--- config.mk ---
export PLATFORM = sky130hd
export DESIGN_NAME = interval_tick_timer_flat
export DESIGN_NICKNAME = d
export VERILOG_FILES = /design/src/design/itt_pkg.sv /design/src/design/itt_in_if.sv /design/src/design/itt_out_if.sv /design/src/design/itt_front.sv /design/src/design/itt_queue.sv /design/src/design/itt_back.sv /design/src/design/interval_tick_timer.sv /design/src/flat_wrapper.sv
export SDC_FILE = /design/constraint.sdc
export NUM_CORES = 2
export LEC_CHECK = 0
export BUFFER_PORTS_ARGS = -buffer_cell sky130_fd_sc_hd__buf_2
export CORE_ASPECT_RATIO = 0.5
export CORE_MARGIN = 1.5
export CORE_UTILIZATION = 55
export DETAILED_ROUTE_END_ITERATION = 7
export GPL_ROUTABILITY_DRIVEN = 0
export PLACE_DENSITY = 0.72
export REMOVE_ABC_BUFFERS = 1
export SKIP_CTS_REPAIR_TIMING = 1
export SLEW_MARGIN = 15
export SYNTH_ARGS = -nofsm -noshare
export SYNTH_HDL_FRONTEND = slang
export SYNTH_HIERARCHICAL = 1
export SYNTH_SLANG_ARGS = --single-unit
--- constraint.sdc ---
create_clock -name i_clk -period 14.1 [get_ports i_clk]
set_input_delay 4.23 -clock i_clk [delete_from_list [all_inputs] [get_ports i_clk]]
set_output_delay 4.23 -clock i_clk [all_outputs]
set_load 0.02 [all_outputs]
--- src/design/itt_pkg.sv ---
// Shared types and constants of the interval tick timer.
// No dependencies; compile first.
package itt_pkg;

    localparam int DATA_W            = 32;
    localparam int COUNTER_WIDTH_DEF = 24;
    localparam int PRESCALE_DIV_DEF  = 8;

    // input item kind codes
    localparam logic [1:0] KIND_TICK  = 2'd0;
    localparam logic [1:0] KIND_READ  = 2'd1;
    localparam logic [1:0] KIND_WRITE = 2'd2;

    // bus register addresses
    localparam logic [2:0] ADDR_CTRL    = 3'd0;
    localparam logic [2:0] ADDR_RELOAD  = 3'd1;
    localparam logic [2:0] ADDR_CURRENT = 3'd2;
    localparam logic [2:0] ADDR_WRAP    = 3'd3;
    localparam logic [2:0] ADDR_ELAPSED = 3'd4;

    // control register bit positions
    localparam int CTRL_RUN_BIT  = 0;
    localparam int CTRL_IRQ_BIT  = 1;
    localparam int CTRL_CCS_BIT  = 2;
    localparam int CTRL_ONE_BIT  = 3;
    localparam int CTRL_FLAG_BIT = 16;

    typedef enum logic [1:0] {
        OP_NOP,
        OP_TICK,
        OP_READ,
        OP_WRITE
    } t_op;

    typedef enum logic [2:0] {
        REG_CTRL,
        REG_RELOAD,
        REG_CURRENT,
        REG_WRAP,
        REG_ELAPSED,
        REG_NONE
    } t_reg;

    typedef struct packed {
        t_op                op;
        t_reg               sel;
        logic [DATA_W-1:0]  data;
    } t_cmd;

endpackage

--- src/design/itt_in_if.sv ---
// Input channel of the interval tick timer: valid/ready plus item fields.
// Depends on nothing.
interface itt_in_if;
    logic        valid;
    logic        ready;
    logic [1:0]  kind;
    logic [2:0]  reg_addr;
    logic [31:0] write_data;

    modport source (output valid, output kind, output reg_addr, output write_data,
                    input ready);
    modport sink   (input valid, input kind, input reg_addr, input write_data,
                    output ready);
endinterface

--- src/design/itt_out_if.sv ---
// Result channel of the interval tick timer: valid/ready plus result fields.
// Depends on nothing.
interface itt_out_if;
    logic        valid;
    logic        ready;
    logic [31:0] read_data;
    logic        interrupt_request;
    logic        reached_zero;

    modport source (output valid, output read_data, output interrupt_request,
                    output reached_zero, input ready);
    modport sink   (input valid, input read_data, input interrupt_request,
                    input reached_zero, output ready);
endinterface

--- src/design/itt_front.sv ---
// Front end: classifies an input item into an operation and register select.
// Depends on itt_pkg.
module itt_front (
    input  logic [1:0]   i_kind,
    input  logic [2:0]   i_reg_addr,
    input  logic [31:0]  i_write_data,
    output itt_pkg::t_cmd o_cmd
);
    import itt_pkg::*;

    always_comb begin
        o_cmd.data = i_write_data;
        unique case (i_kind)
            KIND_TICK:  o_cmd.op = OP_TICK;
            KIND_READ:  o_cmd.op = OP_READ;
            KIND_WRITE: o_cmd.op = OP_WRITE;
            default:    o_cmd.op = OP_NOP;
        endcase
        unique case (i_reg_addr)
            ADDR_CTRL:    o_cmd.sel = REG_CTRL;
            ADDR_RELOAD:  o_cmd.sel = REG_RELOAD;
            ADDR_CURRENT: o_cmd.sel = REG_CURRENT;
            ADDR_WRAP:    o_cmd.sel = REG_WRAP;
            ADDR_ELAPSED: o_cmd.sel = REG_ELAPSED;
            default:      o_cmd.sel = REG_NONE;
        endcase
    end

endmodule

--- src/design/itt_queue.sv ---
// Two-entry command queue between front and back end.
// Depends on itt_pkg.
module itt_queue (
    input  logic          i_clk,
    input  logic          i_rst_n,
    input  logic          i_push,
    input  itt_pkg::t_cmd i_cmd,
    output logic          o_full,
    input  logic          i_pop,
    output logic          o_valid,
    output itt_pkg::t_cmd o_cmd
);
    import itt_pkg::*;

    t_cmd       r_mem [2];
    logic       r_wr_ptr;
    logic       r_rd_ptr;
    logic [1:0] r_count;
    logic [1:0] n_count;

    assign o_full  = (r_count == 2'd2);
    assign o_valid = (r_count != 2'd0);
    assign o_cmd   = r_mem[r_rd_ptr];

    always_comb begin
        n_count = r_count;
        if (i_push && !i_pop) begin
            n_count = r_count + 2'd1;
        end else if (i_pop && !i_push) begin
            n_count = r_count - 2'd1;
        end
    end

    always_ff @(posedge i_clk) begin
        if (!i_rst_n) begin
            r_wr_ptr <= 1'b0;
            r_rd_ptr <= 1'b0;
            r_count  <= 2'd0;
        end else begin
            r_count <= n_count;
            if (i_push) begin
                r_wr_ptr <= ~r_wr_ptr;
            end
            if (i_pop) begin
                r_rd_ptr <= ~r_rd_ptr;
            end
        end
    end

    always_ff @(posedge i_clk) begin
        if (i_push) begin
            r_mem[r_wr_ptr] <= i_cmd;
        end
    end

endmodule

--- src/design/itt_back.sv ---
// Back end: timer state, command execution and the registered result stage.
// Depends on itt_pkg and itt_out_if.
module itt_back #(
    parameter int COUNTER_WIDTH = itt_pkg::COUNTER_WIDTH_DEF,
    parameter int PRESCALE_DIV  = itt_pkg::PRESCALE_DIV_DEF
) (
    input  logic          i_clk,
    input  logic          i_rst_n,
    input  logic          i_cmd_valid,
    input  itt_pkg::t_cmd i_cmd,
    output logic          o_cmd_pop,
    itt_out_if.source     o_out
);
    import itt_pkg::*;

    localparam int              PW      = $clog2(PRESCALE_DIV);
    localparam logic [PW-1:0]   PH_LAST = PW'(PRESCALE_DIV - 1);
    localparam logic [COUNTER_WIDTH-1:0] CNT_ONE = COUNTER_WIDTH'(1);

    logic                     r_run, n_run;
    logic                     r_irq_en, n_irq_en;
    logic                     r_ccs, n_ccs;
    logic                     r_one, n_one;
    logic                     r_flag, n_flag;
    logic [COUNTER_WIDTH-1:0] r_reload, n_reload;
    logic [COUNTER_WIDTH-1:0] r_cur, n_cur;
    logic [PW-1:0]            r_phase, n_phase;
    logic [DATA_W-1:0]        r_wrap, n_wrap;

    // result stage
    logic              r_b_valid;
    logic [DATA_W-1:0] r_b_a, n_b_a;
    logic [DATA_W-1:0] r_b_b, n_b_b;
    logic              r_b_irq, n_b_irq;
    logic              r_b_zero, n_b_zero;

    logic              w_go;
    logic              w_step;
    logic [DATA_W-1:0] w_ctrl;
    logic [DATA_W-1:0] w_prod;
    logic [DATA_W-1:0] w_diff;

    assign w_go      = i_cmd_valid && (!r_b_valid || o_out.ready);
    assign o_cmd_pop = w_go;

    assign w_prod = r_wrap * DATA_W'(r_reload);
    assign w_diff = DATA_W'(r_reload) - DATA_W'(r_cur);

    always_comb begin
        w_ctrl                = '0;
        w_ctrl[CTRL_RUN_BIT]  = r_run;
        w_ctrl[CTRL_IRQ_BIT]  = r_irq_en;
        w_ctrl[CTRL_CCS_BIT]  = r_ccs;
        w_ctrl[CTRL_ONE_BIT]  = r_one;
        w_ctrl[CTRL_FLAG_BIT] = r_flag;
    end

    always_comb begin
        n_run    = r_run;
        n_irq_en = r_irq_en;
        n_ccs    = r_ccs;
        n_one    = r_one;
        n_flag   = r_flag;
        n_reload = r_reload;
        n_cur    = r_cur;
        n_phase  = r_phase;
        n_wrap   = r_wrap;
        n_b_a    = '0;
        n_b_b    = '0;
        n_b_irq  = 1'b0;
        n_b_zero = 1'b0;
        w_step   = 1'b0;
        unique case (i_cmd.op)
            OP_TICK: begin
                if (r_run) begin
                    if (r_ccs) begin
                        w_step = 1'b1;
                    end else if (r_phase == PH_LAST) begin
                        w_step  = 1'b1;
                        n_phase = '0;
                    end else begin
                        n_phase = r_phase + PW'(1);
                    end
                    if (w_step) begin
                        if (r_cur == '0) begin
                            n_cur = r_reload;
                        end else begin
                            n_cur = r_cur - CNT_ONE;
                            if (r_cur == CNT_ONE) begin
                                n_flag   = 1'b1;
                                n_wrap   = r_wrap + DATA_W'(1);
                                n_b_zero = 1'b1;
                                n_b_irq  = r_irq_en;
                                if (r_one) begin
                                    n_run    = 1'b0;
                                    n_irq_en = 1'b0;
                                end
                            end
                        end
                    end
                end
            end
            OP_READ: begin
                unique case (i_cmd.sel)
                    REG_CTRL: begin
                        n_b_a  = w_ctrl;
                        n_flag = 1'b0;
                    end
                    REG_RELOAD:  n_b_a = DATA_W'(r_reload);
                    REG_CURRENT: n_b_a = DATA_W'(r_cur);
                    REG_WRAP:    n_b_a = r_wrap;
                    REG_ELAPSED: begin
                        n_b_a = w_diff;
                        n_b_b = w_prod;
                    end
                    default: n_b_a = '0;
                endcase
            end
            OP_WRITE: begin
                unique case (i_cmd.sel)
                    REG_CTRL: begin
                        n_run    = i_cmd.data[CTRL_RUN_BIT];
                        n_irq_en = i_cmd.data[CTRL_IRQ_BIT];
                        n_ccs    = i_cmd.data[CTRL_CCS_BIT];
                        n_one    = i_cmd.data[CTRL_ONE_BIT];
                    end
                    REG_RELOAD:  n_reload = i_cmd.data[COUNTER_WIDTH-1:0];
                    REG_CURRENT: begin
                        n_cur  = '0;
                        n_flag = 1'b0;
                    end
                    REG_WRAP: n_wrap = i_cmd.data;
                    default: ;
                endcase
            end
            default: ;
        endcase
    end

    always_ff @(posedge i_clk) begin
        if (!i_rst_n) begin
            r_run     <= 1'b0;
            r_irq_en  <= 1'b0;
            r_ccs     <= 1'b0;
            r_one     <= 1'b0;
            r_flag    <= 1'b0;
            r_reload  <= '0;
            r_cur     <= '0;
            r_phase   <= '0;
            r_wrap    <= '0;
            r_b_valid <= 1'b0;
        end else begin
            if (w_go) begin
                r_run     <= n_run;
                r_irq_en  <= n_irq_en;
                r_ccs     <= n_ccs;
                r_one     <= n_one;
                r_flag    <= n_flag;
                r_reload  <= n_reload;
                r_cur     <= n_cur;
                r_phase   <= n_phase;
                r_wrap    <= n_wrap;
                r_b_valid <= 1'b1;
            end else if (o_out.ready) begin
                r_b_valid <= 1'b0;
            end
        end
    end

    always_ff @(posedge i_clk) begin
        if (w_go) begin
            r_b_a    <= n_b_a;
            r_b_b    <= n_b_b;
            r_b_irq  <= n_b_irq;
            r_b_zero <= n_b_zero;
        end
    end

    // elapsed = difference + product, the add sits after the product register
    assign o_out.valid             = r_b_valid;
    assign o_out.read_data         = r_b_a + r_b_b;
    assign o_out.interrupt_request = r_b_irq;
    assign o_out.reached_zero      = r_b_zero;

    a_irq_implies_zero: assert property (@(posedge i_clk) disable iff (!i_rst_n)
        r_b_valid && r_b_irq |-> r_b_zero)
        else $error("interrupt without reaching zero");

    a_one_shot_stops: assert property (@(posedge i_clk) disable iff (!i_rst_n)
        w_go && (i_cmd.op == OP_TICK) && n_b_zero && r_one |=> !r_run && !r_irq_en)
        else $error("one-shot did not stop the counter");

    a_flag_source: assert property (@(posedge i_clk) disable iff (!i_rst_n)
        $rose(r_flag) |-> $past(w_go && n_b_zero))
        else $error("count flag set without a zero crossing");

endmodule

--- src/design/interval_tick_timer.sv ---
// Top level of the interval tick timer: front decode, command queue, back end.
// Depends on itt_pkg, itt_in_if, itt_out_if, itt_front, itt_queue, itt_back.
//
// Usage:
//   i_in carries one item per handshake: a core clock tick (kind 0), a bus
//   read (kind 1) or a bus write (kind 2) at reg_addr with write_data.
//   o_out returns exactly one result per item: read_data on reads (zero
//   otherwise), reached_zero when a tick moved the counter from one to zero,
//   interrupt_request when that happened with the interrupt enabled.
//   An accepted item is written into the queue; once it is at the head
//   and the output register is free, the back end pops it and registers
//   its result in the output register. The back end takes one item per
//   cycle while the output register is free or the receiver is ready, and
//   updates the whole timer state for each item; elapsed reads register
//   the wrap times reload product and add it in the output stage.
//   Reset clears all timer state (control bits, flag, reload, count,
//   prescaler phase, wrap count) and empties the queue.
//   When the receiver stalls, the result holds in the output register and
//   up to two further items wait in the queue; i_in.ready then drops until
//   the receiver takes the result.
module interval_tick_timer #(
    parameter int COUNTER_WIDTH = itt_pkg::COUNTER_WIDTH_DEF,
    parameter int PRESCALE_DIV  = itt_pkg::PRESCALE_DIV_DEF
) (
    input  logic      i_clk,
    input  logic      i_rst_n,
    itt_in_if.sink    i_in,
    itt_out_if.source o_out
);
    import itt_pkg::*;

    t_cmd w_dec_cmd;   // classified input item
    t_cmd w_q_cmd;     // head of queue
    logic w_q_full;
    logic w_q_valid;
    logic w_pop;

    assign i_in.ready = !w_q_full;

    itt_front u_front (
        .i_kind       (i_in.kind),
        .i_reg_addr   (i_in.reg_addr),
        .i_write_data (i_in.write_data),
        .o_cmd        (w_dec_cmd)
    );

    itt_queue u_queue (
        .i_clk   (i_clk),
        .i_rst_n (i_rst_n),
        .i_push  (i_in.valid && !w_q_full),
        .i_cmd   (w_dec_cmd),
        .o_full  (w_q_full),
        .i_pop   (w_pop),
        .o_valid (w_q_valid),
        .o_cmd   (w_q_cmd)
    );

    itt_back #(
        .COUNTER_WIDTH (COUNTER_WIDTH),
        .PRESCALE_DIV  (PRESCALE_DIV)
    ) u_back (
        .i_clk       (i_clk),
        .i_rst_n     (i_rst_n),
        .i_cmd_valid (w_q_valid),
        .i_cmd       (w_q_cmd),
        .o_cmd_pop   (w_pop),
        .o_out       (o_out)
    );

endmodule
--- src/flat_wrapper.sv ---
// flat-port wrapper written by rule: the top's interface ports become plain ports
module interval_tick_timer_flat import itt_pkg::*;
#(
    parameter int COUNTER_WIDTH = itt_pkg::COUNTER_WIDTH_DEF,
    parameter int PRESCALE_DIV  = itt_pkg::PRESCALE_DIV_DEF
)
  (i_clk, i_rst_n, i_in_valid, i_in_kind, i_in_reg_addr, i_in_write_data, i_in_ready, o_out_valid, o_out_read_data, o_out_interrupt_request, o_out_reached_zero, o_out_ready);
  itt_in_if i_in_i ();
  itt_out_if o_out_i ();
  input  logic i_clk;
  input  logic i_rst_n;
  input wire logic [$bits(i_in_i.valid)-1:0] i_in_valid;
  input wire logic [$bits(i_in_i.kind)-1:0] i_in_kind;
  input wire logic [$bits(i_in_i.reg_addr)-1:0] i_in_reg_addr;
  input wire logic [$bits(i_in_i.write_data)-1:0] i_in_write_data;
  output wire logic [$bits(i_in_i.ready)-1:0] i_in_ready;
  output wire logic [$bits(o_out_i.valid)-1:0] o_out_valid;
  output wire logic [$bits(o_out_i.read_data)-1:0] o_out_read_data;
  output wire logic [$bits(o_out_i.interrupt_request)-1:0] o_out_interrupt_request;
  output wire logic [$bits(o_out_i.reached_zero)-1:0] o_out_reached_zero;
  input wire logic [$bits(o_out_i.ready)-1:0] o_out_ready;
  assign i_in_i.valid = i_in_valid;
  assign i_in_i.kind = i_in_kind;
  assign i_in_i.reg_addr = i_in_reg_addr;
  assign i_in_i.write_data = i_in_write_data;
  assign i_in_ready = i_in_i.ready;
  assign o_out_valid = o_out_i.valid;
  assign o_out_read_data = o_out_i.read_data;
  assign o_out_interrupt_request = o_out_i.interrupt_request;
  assign o_out_reached_zero = o_out_i.reached_zero;
  assign o_out_i.ready = o_out_ready;
  interval_tick_timer #(.COUNTER_WIDTH(COUNTER_WIDTH), .PRESCALE_DIV(PRESCALE_DIV)) u_core (.i_clk(i_clk), .i_rst_n(i_rst_n), .i_in(i_in_i), .o_out(o_out_i));
endmodule
==> reports/results.txt <==
Prevailing post-synth register cell -> edfxtp_1
Min Hold Slack -> 0.475 ns
Post-synth EDFFs -> 140
CP Capture Type -> output port
R2R setup slack -> 6.67 ns
H-tree depth -> 1
1st-iter DRT viols -> 2381
Synth area leaders -> fa_1 27%, edfxtp_1 15%, and2_1 7.1%, ha_1 6.8%, inv_1 6.8%
Vias -> 22500
Hold Path Origin -> u_core/u_back/r_reload[14]$_SDFFE_PN0P_
Flops & latches, synth -> 234
Worst slew pin tran -> 1.07 ns
Yosys Warn Count -> 6
Pint -> 0.00168 W
Largest area contributor in the netlist -> fa_1
Seq pwr share -> 32.5%
Commonest cells after routing, fill and taps aside -> 518 x inv_1, 391 x fa_1, 367 x nand2_1, 323 x and2_1, 156 x ha_1
CTS Sinks -> 234
Worst hold path depth -> 2
Share of cells above drive strength 1 -> 7.82%
P_leak -> 13.3 nW
CP arrival -> 3.95 ns
PD cells -> 95.5 nW/um2
Final Cycle Share -> 58.0%
Async SR Flop Fraction -> 0%
DR DRC count -> 0
Adder-Cell Fraction of Synth Area -> 34.1%
Crit-path max FO -> 5
Die X-Extent -> 326 um
Detailed Place HPWL -> 57000 um
Root Driver -> clkbuf_16
Normalized max-slew margin -> 28.5%
Vias in the first global route -> 22200
IO Pins -> 77
Num CTS Buffers -> 21
Max Cap Violations -> 0
Antenna cells -> 0
TNS Setup -> 0 ns
Initial antenna violation count -> 2
Routed Antenna Nets -> 0
Layout Area Growth over Synthesis -> 5.11%
Synth Area in XOR/XNOR -> 4.06%
Sequential share of the synthesized area -> 21.2%
Clk pwr share -> 20.7%
Largest net degree at the start of global routing -> 95
R2R depth -> 23
Endpoint required time on the critical path -> 9.87 ns
Synth unique cells -> 78
RSZ-0062 raised after global routing -> false
Clock Latency Late Sink -> 0.54 ns
CTS clk-pin slew, worst paths -> 0.07 ns
IO Port Bufs -> 76
Total power -> 0.00288 W
FP Rows -> 58
CTS tree -> built
Slew Viols, Final -> 0
Final Skew -> 0.0112 ns
Finish-stage setup viols -> 0
Worst r2r dst -> u_core/u_back/r_b_b[30]$_SDFFCE_PN0P_
Synth Area in Simple Gates -> 17.3%
Fin. Hold Viols -> 0
Die ar. -> 53700 um2
WS Path Type -> register to output port
Switching power -> 0.00120 W
Max Freq -> 122 MHz
GR Util All Layers -> 30.2%
NumNets Final -> 3718
Cells after Synth -> 3184
Sw frac -> 41.6%
Core footprint -> 50900 um2
Final core utilization -> 59.3%
Die H -> 165 um
Vias/cell -> 5.86
Element type at the critical path start -> register
Peak supply drop -> 182 uV
Largest family of logic cells by synthesized area -> adder cells
Worst Hold Class -> register to register
Drt pass-1 iters -> 6
GRT overflow -> 0
Outcome -> complete, no violations
Mux cell area share after synthesis -> 1.75%
First-pass GRT wire length -> 125000 um
Mapped cell area -> 28700 um2
Avg Inst Size Synth -> 9.02 um2
Worst Hold End -> u_core/u_back/r_reload[14]$_SDFFE_PN0P_
Wire per inst -> 20.6 um
Clock Path Buffers -> 3
Tmin final -> 8.18 ns
Reg2reg start -> u_core/u_back/r_reload[0]$_SDFFE_PN0P_
Synth top area share -> 27.3%
Comb power frac -> 46.7%
Initial core utilization -> 56.5%
Post-Route WL -> 78800 um
Compound-cell area share of the yosys netlist -> 11.5%
Commonest non-fill, non-tap cell in the layout -> inv_1
[sequential cells by signal, indices dropped and copies added (netlist names), 2 cells and up, named ones only]
signal	count
u_core/u_back/r_phase	3
u_core/u_back/r_wrap	32
u_core/u_queue/r_count	2
u_core/u_back/r_reload	24
u_core/u_queue/r_mem	74
u_core/u_back/r_b_a	32
u_core/u_back/r_cur	24
u_core/u_back/r_b_b	32
[power groups by stage]
| stage | Clock (W) | Sequential [W] | Combinational (W) |
|---|---|---|---|
| 2_1_floorplan | 0 | 0.000944 | 0.000912 |
| 3_3_place_gp | 0 | 0.000950 | 0.00130 |
| 3_5_place_dp | 0 | 0.000953 | 0.00132 |
| 4_1_cts | 0.000602 | 0.000939 | 0.00133 |
| 5_1_grt | 0.000628 | 0.000947 | 0.00146 |
| 6_report | 0.000597 | 0.000938 | 0.00135 |
[routing by layer]
metal	track usage, %	up-vias	routed length, um
li1	-	9987	-
met1	42.5	11200	32800
met2	45.9	1140	33700
met3	8.19	161	9790
met4	8.44	2	2520
met5	0	-	13
[worst max path at each step]
stage,depth (start not counted),to,start,slack [ns]
3_3_place_gp,11,o_out_read_data[25],u_core/u_back/r_b_a[1]$_SDFFCE_PP0P_,6.69
2_1_floorplan,6,u_core/u_back/r_cur[10]$_SDFFE_PN0P_,o_out_ready,6.27
4_1_cts,11,o_out_read_data[25],u_core/u_back/r_b_a[1]$_SDFFCE_PP0P_,5.99
5_1_grt,11,o_out_read_data[25],u_core/u_back/r_b_a[1]$_SDFFCE_PP0P_,5.64
3_5_place_dp,11,o_out_read_data[25],u_core/u_back/r_b_a[1]$_SDFFCE_PP0P_,6.59
6_report,11,o_out_read_data[25],u_core/u_back/r_b_a[1]$_SDFFCE_PP0P_,5.92
[cell families after synthesis]
family	count (synthesis)
DFF	234
AOI/OAI and AO/OA	499
xor gates and xnor gates	133
adders and majority gates	547
buffers and inverters	734
muxes	43
and+or+nand+nor	994
[worst max-delay path, stage by stage, from the launching register on]
cell and delay [ns]:
edfxtp_1 0.39, ha_1 0.31, a21o_1 0.16, a21oi_1 0.26
o21a_1 0.15, o21ai_0 0.14, a221oi_1 0.83, o21ai_0 0.37
a31oi_1 0.34, o21ai_0 0.14, xor2_1 0.15, buf_2 0.16
[metrics by stage]
step	worst slack [ns]	area [um2]	cells
final	5.92	30200	3834
after detailed placement	6.59	29500	3796
after CTS	5.99	30200	3833
after global placement	6.69	29500	3796
after floorplan	6.27	27700	2969
after global routing	5.64	30200	3834
[synth_stat cells (30+ instances only)]
cell        n
a21o_1     53
a21oi_1   126
a21boi_0   38
nand3_1    34
o21ai_0    88
mux2_2     38
nand2_1   367
xnor2_1    99
inv_1     518
nor3_1     35
xor2_1     34
nor2b_1    30
nor2_1    126
dfxtp_1    94
edfxtp_1  140
fa_1      391
buf_4      32
clkbuf_1  169
ha_1      156
and2_1    325
[area by class of cell]
type,instances,area (um2)
clock buffers,24,568
clock inverters,13,120
fillers,4284,20700
inverters,519,1950
multi-input cells,2216,19700
flip-flops and latches,234,6090
well taps,690,863
repair buffers,138,866
(Power assumes the default switching activity.)
